[config.mk]
export PLATFORM = sky130hd
export DESIGN_NAME = evp_back
export DESIGN_NICKNAME = d
export VERILOG_FILES = /design/src/rtl/core/assert_macros.svh /design/src/rtl/core/evp_pkg.sv /design/src/rtl/core/evp_back.sv
export SDC_FILE = /design/constraint.sdc
export NUM_CORES = 1
export LEC_CHECK = 0
export BUFFER_PORTS_ARGS = -buffer_cell sky130_fd_sc_hd__buf_2
export CORE_MARGIN = 2
export CORE_UTILIZATION = 53
export CTS_CLUSTER_DIAMETER = 50
export CTS_CLUSTER_SIZE = 10
export DETAILED_ROUTE_END_ITERATION = 16
export PLACE_DENSITY = 0.87
export SYNTH_ARGS = -nofsm -noshare
export SYNTH_HDL_FRONTEND = slang
export SYNTH_SLANG_ARGS = --single-unit
[constraint.sdc]
create_clock -name clk -period 7.4 [get_ports clk]
set_clock_uncertainty 0.05 [all_clocks]
set_input_delay 1.11 -clock clk [delete_from_list [all_inputs] [get_ports clk]]
set_output_delay 1.11 -clock clk [all_outputs]
set_load 0.01 [all_outputs]
[src/rtl/core/assert_macros.svh]
// Assertion macros shared by the RTL of the voxel painter.
// Define NO_ASSERTIONS to compile every assertion away.
`ifndef ASSERT_MACROS_SVH
`define ASSERT_MACROS_SVH
`ifndef NO_ASSERTIONS
`define EVP_ASSERT_IMP(label, clk, rst, ante, cons, msg) \
  label: assert property (@(posedge clk) disable iff (rst) (ante) |-> (cons)) else $error(msg);
`define EVP_ASSERT_NXT(label, clk, rst, ante, cons, msg) \
  label: assert property (@(posedge clk) disable iff (rst) (ante) |=> (cons)) else $error(msg);
`else
`define EVP_ASSERT_IMP(label, clk, rst, ante, cons, msg)
`define EVP_ASSERT_NXT(label, clk, rst, ante, cons, msg)
`endif
`endif

[src/rtl/core/evp_pkg.sv]
// Package of the ellipsoid voxel painter: sizes, codes and shared types.
// Used by every module of the block except the generic RAM.
`timescale 1ns / 1ps
package evp_pkg;

  localparam int MAX_X = 64;
  localparam int MAX_Y = 64;
  localparam int MAX_Z = 64;
  localparam int VOL_WORDS = MAX_X * MAX_Y * MAX_Z;
  localparam int VOL_AW = $clog2(VOL_WORDS);

  localparam int CW   = 6;   // center coordinate
  localparam int DW   = 16;  // diameter, Q8.8
  localparam int VW   = 16;  // voxel edge length, Q8.8
  localparam int SW   = 7;   // size register
  localparam int FW   = 32;  // voxel word
  localparam int CNTW = 19;  // fill counters
  localparam int RIW  = 18;  // read index
  localparam int CFG_IW = 3;
  localparam int CFG_DW = 16;

  localparam int FRAC  = 24;
  localparam int TERMW = FRAC + 1;
  localparam int TABW  = TERMW + 1;  // reject flag and term
  localparam logic [TERMW-1:0] FIX_ONE = TERMW'(1) << FRAC;
  localparam int NPW = 2 * CW + 2 * VW + 2;

  localparam int QDEPTH = 2;
  localparam int QPW = $clog2(QDEPTH);
  localparam int TAB_DEPTH = QDEPTH * (1 << CW);
  localparam int TAB_AW = QPW + CW;

  localparam logic [CNTW-1:0] CNT_SAT = '1;

  localparam logic [CFG_IW-1:0] REG_SIZE_X = 3'd0;
  localparam logic [CFG_IW-1:0] REG_SIZE_Y = 3'd1;
  localparam logic [CFG_IW-1:0] REG_SIZE_Z = 3'd2;
  localparam logic [CFG_IW-1:0] REG_VLEN_X = 3'd3;
  localparam logic [CFG_IW-1:0] REG_VLEN_Y = 3'd4;
  localparam logic [CFG_IW-1:0] REG_VLEN_Z = 3'd5;

  localparam logic CMD_DRAW = 1'b0;
  localparam logic CMD_READ = 1'b1;

  // Effective configuration: sizes already clamped, lengths never zero.
  typedef struct packed {
    logic [2:0][SW-1:0] size;
    logic [2:0][VW-1:0] vlen;
  } cfg_t;

  typedef struct packed {
    logic               cmd;
    logic               empty;
    logic [QPW-1:0]     slot;
    logic [2:0][CW-1:0] ctr;
    logic [2:0][CW-1:0] lo;
    logic [2:0][CW-1:0] hi;
    logic [FW-1:0]      fill;
    logic               last;
    logic [RIW-1:0]     ridx;
  } qent_t;

  typedef struct packed {
    logic           full;
    logic           empty;
    logic [QPW-1:0] wr_slot;
  } qstat_t;

  typedef struct packed {
    logic clearing;
  } bstat_t;

  typedef struct packed {
    logic [2:0]        we;
    logic [TAB_AW-1:0] addr;
    logic [TABW-1:0]   data;
  } tabw_t;

endpackage

[src/rtl/core/evp_back.sv]
// Back end: clears the volume after reset, walks each bounding box one voxel
// a cycle, serves reads and keeps the batch total. Depends on evp_pkg.
`timescale 1ns / 1ps
module evp_back import evp_pkg::*; (
  input  logic                   clk,
  input  logic                   rst,
  input  qent_t                  head,
  input  qstat_t                 qstat,
  output logic                   pop,
  output bstat_t                 bstat,
  output logic                   vol_we,
  output logic [VOL_AW-1:0]      vol_waddr,
  output logic [FW-1:0]          vol_wdata,
  output logic [VOL_AW-1:0]      vol_raddr,
  input  logic [FW-1:0]          vol_rdata,
  output logic [2:0][TAB_AW-1:0] tab_raddr,
  input  logic [2:0][TABW-1:0]   tab_rdata,
  output logic                   rsp_valid,
  input  logic                   rsp_stall,
  output logic [CNTW-1:0]        filled_now,
  output logic [CNTW-1:0]        filled_total,
  output logic [FW-1:0]          voxel_word
);

  typedef enum logic [2:0] {
    B_CLEAR, B_IDLE, B_WALK, B_DRAIN, B_RDATA, B_DONE
  } state_t;

  state_t             state;
  logic [VOL_AW-1:0]  clr_addr;
  logic [2:0][CW-1:0] pos;
  logic               s1_valid;
  logic [VOL_AW-1:0]  s1_addr;
  logic [CNTW-1:0]    cnt;
  logic [CNTW-1:0]    batch;
  logic [FW-1:0]      rd_word;

  logic [VOL_AW-1:0]  walk_addr;
  logic               walk_last;
  logic [TERMW+1:0]   tsum;
  logic               in_shape;
  logic               hit;
  logic               can_load;
  logic [CNTW:0]      tot_raw;
  logic [CNTW-1:0]    tot;

  always_comb begin
    walk_addr = VOL_AW'(pos[2]) * VOL_AW'(MAX_X * MAX_Y)
              + VOL_AW'(pos[1]) * VOL_AW'(MAX_X) + VOL_AW'(pos[0]);
    walk_last = (pos[0] == head.hi[0]) && (pos[1] == head.hi[1]) && (pos[2] == head.hi[2]);
    for (int a = 0; a < 3; a++) begin
      tab_raddr[a] = {head.slot,
                      (head.ctr[a] >= pos[a]) ? head.ctr[a] - pos[a] : pos[a] - head.ctr[a]};
    end
    tsum = (TERMW + 2)'(tab_rdata[0][TERMW-1:0]) + (TERMW + 2)'(tab_rdata[1][TERMW-1:0])
         + (TERMW + 2)'(tab_rdata[2][TERMW-1:0]);
    in_shape = !tab_rdata[0][TERMW] && !tab_rdata[1][TERMW] && !tab_rdata[2][TERMW]
             && (tsum <= (TERMW + 2)'(FIX_ONE));
    hit = s1_valid && in_shape && (vol_rdata == '0);
    if (state == B_CLEAR) begin
      vol_we    = 1'b1;
      vol_waddr = clr_addr;
      vol_wdata = '0;
    end else begin
      vol_we    = hit;
      vol_waddr = s1_addr;
      vol_wdata = head.fill;
    end
    vol_raddr = (state == B_IDLE && head.cmd == CMD_READ) ? VOL_AW'(head.ridx) : walk_addr;
    can_load  = !rsp_valid || !rsp_stall;
    tot_raw   = (CNTW + 1)'(batch) + (CNTW + 1)'(cnt);
    tot       = (tot_raw > (CNTW + 1)'(CNT_SAT)) ? CNT_SAT : tot_raw[CNTW-1:0];
  end

  assign pop            = (state == B_DONE) && can_load;
  assign bstat.clearing = (state == B_CLEAR);

  always_ff @(posedge clk) begin
    if (rst) begin
      state     <= B_CLEAR;
      clr_addr  <= '0;
      s1_valid  <= 1'b0;
      cnt       <= '0;
      batch     <= '0;
      rsp_valid <= 1'b0;
    end else begin
      s1_valid <= 1'b0;
      if (rsp_valid && !rsp_stall) begin
        rsp_valid <= 1'b0;
      end
      if (hit && cnt != CNT_SAT) begin
        cnt <= cnt + CNTW'(1);
      end
      unique case (state)
        B_CLEAR: begin
          clr_addr <= clr_addr + VOL_AW'(1);
          if (clr_addr == VOL_AW'(VOL_WORDS - 1)) begin
            state <= B_IDLE;
          end
        end
        B_IDLE: begin
          if (!qstat.empty) begin
            cnt <= '0;
            pos <= head.lo;
            if (head.cmd == CMD_READ) begin
              state <= B_RDATA;
            end else if (head.empty) begin
              state <= B_DONE;
            end else begin
              state <= B_WALK;
            end
          end
        end
        B_WALK: begin
          s1_valid <= 1'b1;
          s1_addr  <= walk_addr;
          if (pos[0] != head.hi[0]) begin
            pos[0] <= pos[0] + CW'(1);
          end else begin
            pos[0] <= head.lo[0];
            if (pos[1] != head.hi[1]) begin
              pos[1] <= pos[1] + CW'(1);
            end else begin
              pos[1] <= head.lo[1];
              pos[2] <= pos[2] + CW'(1);
            end
          end
          if (walk_last) begin
            state <= B_DRAIN;
          end
        end
        B_DRAIN: begin
          state <= B_DONE;
        end
        B_RDATA: begin
          rd_word <= (32'(head.ridx) < VOL_WORDS) ? vol_rdata : '0;
          state   <= B_DONE;
        end
        B_DONE: begin
          if (can_load) begin
            rsp_valid <= 1'b1;
            if (head.cmd == CMD_READ) begin
              filled_now   <= '0;
              filled_total <= batch;
              voxel_word   <= rd_word;
            end else begin
              filled_now   <= cnt;
              filled_total <= tot;
              voxel_word   <= '0;
              batch        <= head.last ? '0 : tot;
            end
            state <= B_IDLE;
          end
        end
        default: begin
          state <= B_IDLE;
        end
      endcase
    end
  end

endmodule

Yosys cells after proc, flatten, opt, wreduce, memory -nomap -nowiden
Index checks and enable logic that the tools add are counted.
Widths: inputs -> output; s select.
- register bits: 199
- input port bits: 224
- output and inout bits: 163
- logic and storage cells: 114
- add/sub/neg operators: 16
- magnitude comparators: 5
- equal/unequal tests: 18
- mux-type cells: 30
- bitwise operators: 2
- reduce and logical (&&, ||, !) cells: 29
- operators by type and width (operator ; count):
    $mux 19 ; 6
    $mux 18 ; 3
    $mux 6 ; 6
    $pmux 18 s2 ; 1
    $sub 6x6->6 ; 6
    $logic_not 32->1 ; 1
    $mux 32 ; 1
    $add 26x25->27 ; 1
    $le 27x25->1 const B ; 1
    $add 25x25->26 ; 1
    $add 19x19->20 ; 1
    $gt 20x19->1 const B ; 1
    $add 19x1->19 const B ; 1
    $ne 19x19->1 const B ; 1
    $add 18x1->18 const B ; 1
    $add 18x12->18 ; 1
    $add 18x6->18 ; 1
    $add 6x1->6 const B ; 3
    $eq 18x18->1 const B ; 1
    $eq 6x6->1 ; 3
    $ge 6x6->1 ; 3
    $mux 3 ; 6
    $pmux 3 s5 ; 1
    $mux 12 ; 1
    other kinds (18) ; 48

Longest topological paths before layout
Gate-level depths: netlist of the first run.
- word-level depth: 10
- depth in mapped cells: 18
- depth with buffers taken out: 16

Worst setup path before layout of the first run
Ideal clock, no wire load.
- kind: in2out
- start: in tab_rdata[1] (netlist name)
- end: out vol_we
- arrival time: 4.290 ns
- data required time: 6.240 ns
- setup slack: 1.950 ns
- stages on the path: 15
- buffers on the path: 2
- path through: fa_1 ha_1 inv_1 fa_1 and2b_1 o221ai_2 a21o_2 o21ai_2 a221oi_1 nor4b_2 nand4_1 and2_4 buf_6 clkbuf_8 o21ai_0
- cells in the longest elaborated chain, start to end: 7
- ends and longest elaborated chain (item ; line ; text):
    from (decl) ; evp_back.sv:17 ; input logic [2:0][TABW-1:0] tab_rdata,
    $add 25x25->26 ; evp_back.sv:55 ; tsum = (TERMW + 2)'(tab_rdata[0][TERMW-1:0]) + (TERMW + 2)'(tab_rdata[1][TERMW-1:0])
    $add 26x25->27 ; evp_back.sv:56 ; + (TERMW + 2)'(tab_rdata[2][TERMW-1:0]);
    $le 27x25->1 ; evp_back.sv:58 ; && (tsum <= (TERMW + 2)'(FIX_ONE));
    $logic_and 1x1->1 ; evp_back.sv:58 ;
    $logic_and 1x1->1 (2 in a row) ; evp_back.sv:59 ; hit = s1_valid && in_shape && (vol_rdata == '0);
    $mux 1 ; evp_back.sv:60 ; if (state == B_CLEAR) begin
    to (decl) ; evp_back.sv:11 ; output logic vol_we,
No other way between the ends.

Worst setup path after layout of the first run
Same ends and word-level chain as after synthesis.

==> results of run 1 <==
[layout by cell type, fill, tap and decap left out, drive strengths merged, types with 9 or more instances in the layout]
| cell type | netlist | layout |
|---|---|---|
| clkbuf | 39 | 17 |
| buf | 21 | 386 |
| xor2 | 33 | 33 |
| nor2 | 77 | 77 |
| o21ai | 95 | 95 |
| o31ai | 11 | 11 |
| nor4 | 17 | 17 |
| nor3 | 48 | 48 |
| mux2i | 23 | 23 |
| edfxtp | 138 | 138 |
| xnor2 | 41 | 41 |
| or4 | 11 | 11 |
| nand2 | 168 | 168 |
| nand4 | 18 | 18 |
| dfxtp | 61 | 61 |
| a211oi | 10 | 10 |
| nor2b | 30 | 30 |
| and2 | 71 | 71 |
| ha | 81 | 81 |
| a21o | 13 | 13 |
| o21a | 14 | 14 |
| inv | 91 | 99 |
| mux2 | 10 | 10 |
| and3 | 15 | 15 |
| nand3 | 41 | 41 |
| fa | 33 | 33 |
| a21oi | 72 | 72 |
| nand2b | 22 | 22 |
| or3 | 9 | 9 |
[routing by layer]
| metal | GRT usage (%) | wire, um |
|---|---|---|
| met5 | 0 | 13 |
| met3 | 4.991 | 2731 |
| met1 | 33.53 | 14460 |
| met2 | 45.82 | 17510 |
| met4 | 6.436 | 615 |
[synth_stat cells (all sizes together) (11+ instances only)]
library cell    n
xor2           33
nand3          41
nand4          18
fa             33
buf            21
dfxtp          61
a21oi          72
mux2i          23
inv            91
o21ai          95
and2           71
or4            11
a21o           13
clkbuf         39
o31ai          11
xnor2          41
edfxtp        138
ha             81
and3           15
nand2         168
nand2b         22
o21a           14
nor2b          30
nor3           48
nor2           77
nor4           17
[flip-flops by register name (all words and copies together) (netlist names), 18 cells and up]
signal and flops:
rd_word 32, filled_now 19, voxel_word 32, cnt 19
s1_addr 18, filled_total 19, batch 19, pos 18
clr_addr 18
[final cells by class]
| type | count | area (um^2) | share of cell area, % |
|---|---|---|---|
| multi-input combinational | 1058 | 7331 | 45.73 |
| antenna | 3 | 7.507 | 0.04683 |
| inverter | 92 | 345.3 | 2.154 |
| clock inverter | 15 | 195.2 | 1.218 |
| timing repair buffer | 386 | 1947 | 12.15 |
| tap | 330 | 412.9 | 2.576 |
| clock buffer | 17 | 425.4 | 2.654 |
| sequential | 199 | 5365 | 33.47 |
[worst max path at each step]
stage | to | slack (ns)
6_report | vol_we | 1.47
5_1_grt | vol_we | 1.26
4_1_cts | vol_we | 1.50
3_5_place_dp | vol_we | 1.53
3_3_place_gp | vol_we | 1.60
2_1_floorplan | vol_we | 1.95
[worst max-delay path, cell delays in order]
cell	delay (ns)
buf_2	0.11
fa_1	0.55
ha_1	0.21
inv_1	0.07
fa_1	0.40
and2b_1	0.30
o2111ai_1	0.16
a31oi_1	0.37
o221a_2	0.33
a31oi_1	0.08
nor4_2	0.30
nand4_1	0.15
and2_4	0.27
o21ai_0	0.19
buf_2	0.17
[per-stage QoR]
| step | std cells | cell area (um^2) | utilization (%) | power, W |
|---|---|---|---|---|
| final | 2100 | 16030 | 64.21 | 0.002765 |
| after global routing | 2098 | 16020 | 64.19 | 0.002886 |
| after CTS | 2097 | 16020 | 64.18 | 0.002767 |
| after detailed placement | 2065 | 15400 | 61.69 | 0.001813 |
| after global placement | 2065 | 15400 | 61.69 | 0.001799 |
| after floorplan | 1410 | 13360 | - | 0.001643 |
[logic make-up (layout without fill, tap and decap cells)]
family / Yosys count / after routing
AND/OR/NAND/NOR: 558 / 558
AO/OA/AOI/OAI: 279 / 279
flip-flops: 199 / 199
buffers and inverters: 153 / 510
adder cells (fa/ha/maj): 114 / 114
XOR/XNOR: 74 / 74
multiplexers: 33 / 33
other: 0 / 3
[power by group]
group	internal, W	leakage, nW	switching [W]
logic	0.000253	4.84	0.000363
clock network	0.000492	0.300	0.000474
registers	0.00118	1.70	0.00000151
total	0.00193	6.84	0.000839
==> impl_metrics.py, run 1 <==
metrics = {
    "outcome": {
        "outcome": "finished clean",
    },
    "critical_path": {
        "r2r_start": "cnt[7]",
        "r2r_end": "filled_total[16]",
        "critPathRequiredTime_ns": 6.24,
        "reg2reg_depth": 11,
        "cp_max_fo": 31,
        "cp.arrival_ns": 4.77,
        "crit_path_start_kind": "input pin",
        "worst_setup_path_end_kind": "output pin",
        "crit_start": "tab_rdata[1]",
        "critPathKind": "in2out",
        "r2r_slack_ns": 3.23,
    },
    "clocking": {
        "clk_path_buf_depth": 2,
        "clk_pin_slew_worst_paths_ns": 0.08,
        "tritoncts.num_buffers": 17,
        "postCtsSetupBuffers": 0,
        "cts_tree": "built",
        "cts-htree-levels": 4,
        "ctsHoldBuffers": 0,
        "cts-root-buf": "clkbuf_16",
        "clock_latency_ns": 0.43,
        "ctsResizeCount": 0,
        "cts_num_sinks": 199,
    },
    "synthesis": {
        "async_reset_ff_share_pct": 0,
        "syn_nets": 1748,
        "seq_area_frac_synth_pct": 40.16,
        "netlist-cell-type-count": 89,
        "synthAdderAreaFrac_pct": 12.53,
        "synth_top_area_share_pct": 31.02,
        "synth_top_family_by_area": "simple AND/OR/NAND/NOR gates",
        "ys_warn_count": 0,
        "yosysTopAreaCell": "edfxtp_1",
        "synth_edf_count": 138,
        "synth_compound_area_share_pct": 13.42,
        "avgSynthCellArea_um2": 9.475,
        "synth_simple_gate_area_share_pct": 21.41,
        "synthXorXnorAreaFrac_pct": 4.852,
        "synth.mux.area_fraction_pct": 2.566,
        "synthFlopType": "edfxtp_1",
        "netlist_instances": 1410,
        "synth_area_leaders": "edfxtp_1 31%, dfxtp_1 9.1%, ha_1 7.6%",
        "synth-seq-cells": 199,
        "netlist_area_um2": 13360,
    },
    "sta": {
        "post-route-period-util_pct": 80.17,
        "tightestPinTransition_ns": 1.240,
        "setup_viol": 0,
        "whs_ns": 0.4133,
        "fin_setup_tns_ns": 0,
        "finalMaxSlewViolations": 0,
        "relSlewSlack_pct": 16.67,
        "rsz0062_at_grt": "false",
        "min_period_ns": 5.933,
        "fin_ws_ns": 1.467,
        "fmax_ghz": 0.1686,
        "hold_violations": 0,
    },
    "global_routing": {
        "grt_first_pass_wirelength_mm": 55.75,
        "grtUsageTotal_pct": 26.21,
        "antenna_found_initial": 4,
        "grt_start_max_net_pins": 76,
        "grt_pass1_vias": 11249,
        "gr-total-overflow": 0,
    },
    "power": {
        "p_leak_nw": 6.835,
        "ir_drop_v": 0.0001273,
        "power_density_nw_per_um2": 172.5,
    },
    "worst_hold_path": {
        "hold_depth": 2,
        "min_path_type": "reg2reg",
        "holdPathEnd": "batch[17]",
        "min_from": "batch[17]",
    },
    "route": {
        "avgRoutedWirePerCell_um": 16.83,
        "vias": 11762,
        "drt_iter0_markers": 1046,
        "wl_mm": 35.34,
        "viasPerCell": 5.601,
        "drcViolationCount": 0,
        "postRouteAntennaNets": 0,
        "drt_first_pass_iters": 5,
    },
    "placement": {
        "io_buffers": 380,
        "hpwl_mm": 27.68,
        "gp_congestion": 0.8965,
        "pre_cts_ws_ns": 1.532,
    },
    "floorplanning": {
        "boundaryPins": 387,
        "core_area_um2": 24960,
        "row_count": 58,
        "die-area_um2": 26490,
        "start_util_pct": 53.51,
        "die_h_um": 162.8,
        "die_x_um": 162.8,
    },
    "finish": {
        "syn2layout_area_growth_pct": 19.99,
        "fin_nets": 2092,
        "n_fill_cell": 2007,
        "drive_above_1_share_pct": 26.54,
    },
    "run": {
        "maxCapViolations": 0,
    },
}
No activity file was read; power rests on OpenSTA's default activity.
==> run 2, diff against run 1 <==
- CORE_UTILIZATION: 53 -> 48
- PLACE_DENSITY: 0.87 -> 0.84
- clock period: 7.4 -> 5.1 ns (I/O delays scaled with it)
==> impl_metrics.py, run 2 (same netlist as run 1, synthesis figures left out) <==
metrics = {
    "route": {
        "drcViolationCount": 0,
        "vias": 11551,
        "viasPerCell": 5.330,
        "drt_first_pass_iters": 6,
        "avgRoutedWirePerCell_um": 16.13,
        "postRouteAntennaNets": 0,
        "drt_iter0_markers": 955,
        "wl_mm": 34.96,
    },
    "finish": {
        "syn2layout_area_growth_pct": 21.47,
        "fin_nets": 2110,
        "reg_top3": "rd_word (32), voxel_word (32)",
        "fin_area_um2": 16230,
        "layout_commonest_cell": "buf_2",
        "final_cell_mix": "380 x buf_2, 168 x nand2_1, 138 x edfxtp_1, 91 x inv_1, 88 x o21ai_0",
        "drive_above_1_share_pct": 27.34,
    },
    "floorplanning": {
        "boundaryPins": 387,
        "start_util_pct": 48.35,
        "core_area_um2": 27630,
        "die-area_um2": 29180,
        "row_count": 61,
        "die_h_um": 170.8,
        "die_x_um": 170.8,
    },
    "clocking": {
        "cts_num_sinks": 199,
        "cts_tree": "built",
        "clk_pin_slew_worst_paths_ns": 0.07,
        "postCtsSetupBuffers": 0,
        "cts-root-buf": "clkbuf_16",
        "tritoncts.num_buffers": 17,
        "ctsHoldBuffers": 0,
        "clk_path_buf_depth": 2,
        "clock_latency_ns": 0.43,
        "cts-htree-levels": 4,
    },
    "placement": {
        "gp_congestion": 0.9406,
        "hpwl_mm": 27.92,
        "io_buffers": 380,
        "pre_cts_ws_ns": 0.008091,
        "placed_area_um2": 15600,
    },
    "global_routing": {
        "grt_pass1_vias": 10851,
        "antenna_found_initial": 3,
        "grt_first_pass_wirelength_mm": 54.53,
        "grt_start_max_net_pins": 91,
        "gr-total-overflow": 0,
        "grtUsageTotal_pct": 23.44,
    },
    "sta": {
        "setup_viol": 0,
        "hold_violations": 0,
        "post-route-period-util_pct": 96.62,
        "tightestPinTransition_ns": 1.166,
        "relSlewSlack_pct": 22.28,
        "fin_ws_ns": 0.1726,
        "fmax_ghz": 0.2029,
        "rsz0062_at_grt": "false",
        "finalMaxSlewViolations": 0,
        "fin_setup_tns_ns": 0,
        "min_period_ns": 4.927,
    },
    "critical_path": {
        "cp.arrival_ns": 4.11,
        "critPathKind": "in2out",
        "crit_path_start_kind": "input pin",
        "critPathBufInv": 3,
        "r2r_slack_ns": 1.10,
        "worst_setup_path_end_kind": "output pin",
        "crit_start": "tab_rdata[1]",
        "r2r_end": "filled_total[7]",
        "path_cells": "buf_2, fa_1, ha_4, inv_1, fa_1, xor2_1, nand3_1, a2111oi_1, and4_1, nand4_1, nor4_2, nand4_1, and2_4, o21ai_0, buf_2",
        "cp_max_fo": 2,
        "cp.depth": 15,
        "r2r_start": "cnt[7]",
        "crit_end": "vol_we",
        "crit_path_max_incr_delay_ns": 0.57,
        "critPathRequiredTime_ns": 4.28,
        "crit_family": "simple AND/OR/NAND/NOR gates",
        "reg2reg_depth": 12,
        "crit_slowest_cell": "fa_1",
    },
    "power": {
        "clock_power_share_pct": 33.7,
        "p_leak_nw": 6.912,
        "intPower_w": 0.002839,
        "power_density_nw_per_um2": 247.0,
        "sw_frac_of_total_pct": 29.18,
        "pwr-share-seq_pct": 42.9,
        "combPwrFrac_pct": 23.5,
        "ir_drop_v": 0.0002345,
        "p_switching_w": 0.001170,
    },
    "run": {
        "maxCapViolations": 0,
    },
    "worst_hold_path": {
        "min_path_type": "reg2reg",
    },
    "outcome": {
        "outcome": "finished clean",
    },
}
-- run 2: cell types whose count changed in the layout (fill, tap and decap cells not counted), moves of 2 or more --
cell | previous run | this run
buf_4 | 6 | 24
clkinv_8 | 5 | 1
clkbuf_1 | 0 | 2
clkinv_4 | 0 | 2
inv_6 | 6 | 4
-- run 2: stage by stage --
stage,cells,hold slack [ns],util (%),power (W)
floorplan,1410,0.3849,-,0.002383
global placement,2131,0.3984,56.45,0.002655
detailed placement,2131,0.4142,56.45,0.002669
CTS,2163,0.4263,58.60,0.004013
global route,2164,0.4475,58.70,0.004183
finish,2167,0.4206,58.73,0.004009
-- run 2: worst min path at each step --
stage | depth (start not counted) | from | to
2_1_floorplan | 2 | batch[17] | batch[17]
4_1_cts | 2 | batch[17] | batch[17]
3_5_place_dp | 2 | batch[17] | batch[17]
3_3_place_gp | 2 | batch[17] | batch[17]
5_1_grt | 2 | batch[17] | batch[17]
6_report | 2 | batch[17] | batch[17]
-- run 2: power by group through the flow --
stage	Clock [W]	Sequential [W]	Combinational, W
after CTS	0.00137	0.00172	0.000921
after floorplan	0	0.00175	0.000629
after global placement	0	0.00175	0.000901
after global routing	0.00143	0.00172	0.00104
final	0.00135	0.00172	0.000942
after detailed placement	0	0.00175	0.000914
-- run 2: final cells by class --
type / count / area [um^2]
Fill cell: 2353 / 11400
Inverter: 92 / 345.3
Timing Repair Buffer: 404 / 2082
Clock buffer: 20 / 457.9
Multi-Input combinational cell: 1058 / 7360
Antenna cell: 4 / 10.01
Sequential cell: 199 / 5365
Tap cell: 378 / 473.0
Clock inverter: 12 / 133.9
-- run 2: layer usage --
layer	GRT usage (%)	vias to the layer above	routed length (um)
met4	6.080	0	683
met1	30.29	5376	14850
met3	4.164	41	2290
met5	0	-	0
met2	40.66	409	17140
li1	-	5725	-
-- run 2: timing repair --
item	4_1_cts	5_1_grt
endpoints found under the hold margin	0	0
gates cloned	0	0
resized for setup	1	7
pin swaps	3	5
endpoints found under the setup margin	1	1
-- run 2: worst min-delay path, delay by kind of cell, from the launching register on --
family | cells | cell delay (ns)
DFF | 1 | 0.33
and+or+nand+nor | 2 | 0.10
